<file path="src/design/arc_pkg.sv">
// arc_pkg: shared types and constants of the arp responder with ip-to-mac cache
// used by arc_cell and arp_responder_cache_core; depends on nothing else
package arc_pkg;

  // message checks
  localparam int          MESSAGE_BYTES = 28;
  localparam logic [15:0] HW_TYPE_ETH   = 16'h0100;
  localparam logic [15:0] PROTO_IPV4    = 16'h0008;
  localparam logic [7:0]  HW_LEN_ETH    = 8'd6;
  localparam logic [7:0]  PROTO_LEN_IP  = 8'd4;

  // raw opcodes
  localparam logic [15:0] OPC_REQUEST   = 16'h0100;
  localparam logic [15:0] OPC_REPLY     = 16'h0200;

  localparam logic [47:0] BCAST_MAC     = 48'hFFFF_FFFF_FFFF;

  // operation codes of an input beat
  localparam logic        OPER_MESSAGE  = 1'b0;
  localparam logic        OPER_RESOLVE  = 1'b1;

  // result kinds
  localparam logic [2:0]  KIND_IGNORED  = 3'd0;
  localparam logic [2:0]  KIND_REPLIED  = 3'd1;
  localparam logic [2:0]  KIND_CACHED   = 3'd2;
  localparam logic [2:0]  KIND_FULL     = 3'd3;
  localparam logic [2:0]  KIND_LOOKUP   = 3'd4;

  // configuration register indexes
  localparam logic        REG_OWN_IP    = 1'b0;
  localparam logic        REG_OWN_MAC   = 1'b1;

  // lookup token that walks down the cell chain
  typedef struct packed {
    logic        valid;
    logic        found;
    logic [31:0] ip;
    logic [47:0] mac;
  } scan_t;

  // append request broadcast to all cells
  typedef struct packed {
    logic        en;
    logic [31:0] ip;
    logic [47:0] mac;
  } write_t;

endpackage

</file>
<file path="src/design/arc_cell.sv">
// arc_cell: one cache entry of the chain, holding an ip/mac pair and passing
// the lookup token on to its neighbor each cycle; depends on arc_pkg
module arc_cell #(
  parameter int IDX_W = 7,
  parameter int CNT_W = 8,
  parameter int INDEX = 0
) (
  input  logic                clk,
  input  logic                rst,
  input  arc_pkg::write_t     wr,
  input  logic [IDX_W-1:0]    wr_idx,
  input  logic [CNT_W-1:0]    count,
  input  arc_pkg::scan_t      scan_in,
  output arc_pkg::scan_t      scan_out
);

  logic [31:0]    entry_ip;
  logic [47:0]    entry_mac;
  logic           filled;
  arc_pkg::scan_t scan_next;

  // entry storage, written when the append lands on this slot
  always_ff @(posedge clk) begin
    if (wr.en && (wr_idx == IDX_W'(INDEX))) begin
      entry_ip  <= wr.ip;
      entry_mac <= wr.mac;
    end
  end

  // only slots below the fill count take part in a lookup
  assign filled = (CNT_W'(INDEX) < count);

  // first match wins: a token that already found keeps its mac
  always_comb begin
    scan_next = scan_in;
    if (scan_in.valid && !scan_in.found && filled && (entry_ip == scan_in.ip)) begin
      scan_next.found = 1'b1;
      scan_next.mac   = entry_mac;
    end
  end

  // token register toward the next cell
  always_ff @(posedge clk) begin
    if (rst) begin
      scan_out.valid <= 1'b0;
    end else begin
      scan_out <= scan_next;
    end
  end

endmodule

</file>
<file path="config.mk">
export PLATFORM = sky130hd
export DESIGN_NAME = arc_cell
export DESIGN_NICKNAME = d
export VERILOG_FILES = /design/src/design/arc_pkg.sv /design/src/design/arc_cell.sv
export SDC_FILE = /design/constraint.sdc
export NUM_CORES = 1
export LEC_CHECK = 0
export BUFFER_PORTS_ARGS = -buffer_cell sky130_fd_sc_hd__buf_4
export CELL_PAD_IN_SITES_DETAIL_PLACEMENT = 1
export CELL_PAD_IN_SITES_GLOBAL_PLACEMENT = 2
export CORE_ASPECT_RATIO = 2
export CORE_MARGIN = 5
export CORE_UTILIZATION = 35
export DETAILED_ROUTE_END_ITERATION = 12
export HOLD_SLACK_MARGIN = 0.02
export PLACE_DENSITY = 0.92
export SLEW_MARGIN = 25
export SYNTH_ARGS = -nofsm -noshare
export SYNTH_HDL_FRONTEND = slang
export SYNTH_SLANG_ARGS = --single-unit
</file>
<file path="constraint.sdc">
create_clock -name clk -period 8 [get_ports clk]
set_input_delay 1.2 -clock clk [delete_from_list [all_inputs] [get_ports clk]]
set_output_delay 1.2 -clock clk [all_outputs]
set_load 0.02 [all_outputs]
</file>
==> results by group <==
Outcome
  • Status: complete, no violations

Critical path
  • R2r setup slk: 5.10 ns
  • Critical Path Fanout Max: 49
  • Origin of the worst setup path: scan_in[69]
  • Worst setup path class: in -> reg
  • Startpoint types: primary input
  • CP Capture Type: register
  • R2R depth: 6
  • Worst stage delay on the critical path: 0.62 ns
  • Most frequent CP cell: buf_4
  • FF-to-FF End: scan_out[18]
  • Crit path to: scan_out[18]
  • Worst path required time: 8.17 ns
  • Slowest cell on crit path: nor4_1
  • Launch point of the worst reg-to-reg path: entry_ip[21]
  • CP Cell Sequence: buf_4 -> xor2_1 -> nor4_1 -> nand4_1 -> nor4_4 -> buf_4 -> mux2_2
  • Arrival time worst endpoint: 3.59 ns

STA
  • Slew headroom: 47.7%
  • Period minus WS final: 3.42 ns
  • RSZ-0062 raised after global routing: false
  • Final worst path period share: 42.7%
  • Fin. max-slew vios: 0
  • Max Freq: 293 MHz
  • Setup violators final: 0
  • Clk_skew: 0.0129 ns
  • Slew @ Worst Pin: 0.784 ns
  • Setup ws final: 4.58 ns
  • Fin Setup TNS: 0 ns
  • Hold WS: 0.542 ns
  • Final hold vios: 0

Placed design
  • Placer Congestion: 0.806
  • Pre-CTS WS: 4.11 ns
  • Cell Area, Placed: 0.00806 mm2
  • IO buf count: 261
  • Detailed placement HPWL: 12300 um

Synth
  • Synth warn: 0
  • Post-Syn Nets: 448
  • Syn avg cell area: 21.9 um2
  • EDFF count, synth: 161
  • Most common cell in the netlist: edfxtp_1
  • Commonest cells post-synth: 161 x edfxtp_1, 39 x mux2_2, 27 x xor2_1
  • Top post-synthesis cells by area: edfxtp_1 82%, mux2_2 7.5%, xor2_1 4.0%
  • Yosys reg bits: 162
  • Synthesized cell area: 0.00586 mm2
  • Synth Flop Type: edfxtp_1
  • Register area share after synthesis: 82.8%
  • Ys async rst share: 0%
  • Post-synthesis cell type count: 20
  • Cell taking the most area after synthesis: edfxtp_1
  • Post-synthesis cell count: 268
  • Share of the synthesized area in the top cell type: 82.5%

Global route
  • Tot GR Track Use: 16.8%
  • GRT Residual Overflow: 0
  • Largest net degree at the start of global routing: 82
  • Vias in the first global route: 4050
  • Initial antenna violation count: 0
  • First-pass GRT wire length: 23600 um

Routing
  • TritonRoute pass-1 iters: 4
  • WL final: 16300 um
  • Vias: 3575
  • Routed len/inst: 21.3 um
  • DR iter-0 viols: 62
  • DRC Markers: 0
  • Antenna viol nets, final: 0
  • Vias per inst: 4.67

Clock network
  • Setup bufs post-CTS: 0
  • Clock Sinks: 162
  • Htree depth: 4
  • CTS tree: built
  • CTS Root Cell: clkbuf_16
  • # resized after CTS: 0
  • Cts bufs inserted: 17
  • Post-CTS Hold Fix Bufs: 0
  • Worst-Skew Late Latency: 0.42 ns
  • Deepest clock path buffer count: 2
  • Reg clk slew, reported paths: 0.06 ns

Power and ir drop
  • Leakage power: 3.41 nW
  • PD cells: 233 mW/mm2
  • VDD IR max: 150 uV

Die
  • Die W: 102 um
  • Top Ports: 262
  • Initial Util: 35.3%
  • Area of the die: 0.0196 mm2
  • Placeable Area: 0.0166 mm2
  • Die Ht: 193 um
  • Num rows: 67

Finish
  • Fin nets: 726
  • # diodes: 0
  • Area Growth Syn to Fin: 47.9%
  • FILL cells: 1655
  • Layout cells sized above 1: 59.6%
  • Fin area: 0.00867 mm2

Job
  • Max cap viols: 0

Hold path
  • Hold crit path type: reg -> reg
[layout by cell type (no fill, tap or decap)]
cell and count:
and4b_4 1, buf_4 262, buf_6 2, bufinv_16 4, clkbuf_1 3, clkbuf_16 17, clkinv_1 3, clkinv_2 3
clkinvlp_4 3, dfxtp_1 1, edfxtp_1 161, mux2_1 9, mux2_2 39, nand2_1 1, nand3_1 1, nand4_1 2
nand4b_1 1, nor2_1 1, nor2b_1 1, nor3_1 1, nor4_1 9, nor4_4 1, or2_2 1, xnor2_1 5
xor2_1 27
[state kept, by name, indices dropped and copies added (netlist names)]
| register | count |
|---|---|
| entry_mac | 48 |
| entry_ip | 32 |
| scan_out | 82 |
[worst min path at each step]
stage,startpoint,endpoint,slack (ns),depth (start not counted)
floorplan,entry_mac[38],scan_out[38],0.51,1
global placement,entry_mac[46],scan_out[46],0.51,1
detailed placement,entry_mac[40],scan_out[40],0.52,1
CTS,entry_mac[42],scan_out[42],0.55,1
global route,entry_mac[47],scan_out[47],0.56,1
finish,entry_mac[47],scan_out[47],0.54,1
[layout make-up]
class / instances / area, um2 / area share [%]
Clock inverter: 12 / 164 / 1.89
Timing Repair Buffer: 264 / 1990 / 22.9
Inverter: 1 / 5.00 / 0.0577
Clock buffer: 20 / 437 / 5.04
Sequential cell: 162 / 4850 / 56.0
Tap cell: 207 / 259 / 2.99
Multi-Input combinational cell: 100 / 963 / 11.1
[routing by layer]
layer | global-route usage [%] | up-vias | wire length (um)
li1 | - | 1614 | -
met1 | 17.7 | 1693 | 5600
met2 | 27.4 | 251 | 7870
met3 | 9.40 | 17 | 2500
met4 | 7.07 | 0 | 323
met5 | 0 | - | 0
[metrics by stage]
step	utilization (%)	power (mW)	instances
6_report	52.2	2.02	766
3_3_place_gp	48.6	1.20	734
3_5_place_dp	48.6	1.21	734
4_1_cts	52.2	2.05	766
5_1_grt	52.2	2.10	766
2_1_floorplan	-	1.07	268
[power by group]
group	internal [mW]	switching (mW)
Combinational	0.108	0.0935
Clock	0.518	0.316
Sequential	0.973	0.0109
[cell families after synthesis]
family,synth area share (%)
XOR/XNOR,4.78
buffers and inverters,0.832
flip-flops,82.8
multiplexers,9.22
AND/OR/NAND/NOR,2.37
[worst max-delay path, delay by kind of cell]
kind	cells	cell delay, ns
multiplexers	1	0.41
AND/OR/NAND/NOR	3	1.08
buffers and inverters	2	0.68
XOR/XNOR	1	0.18
Power figures use the tool's default switching activity.
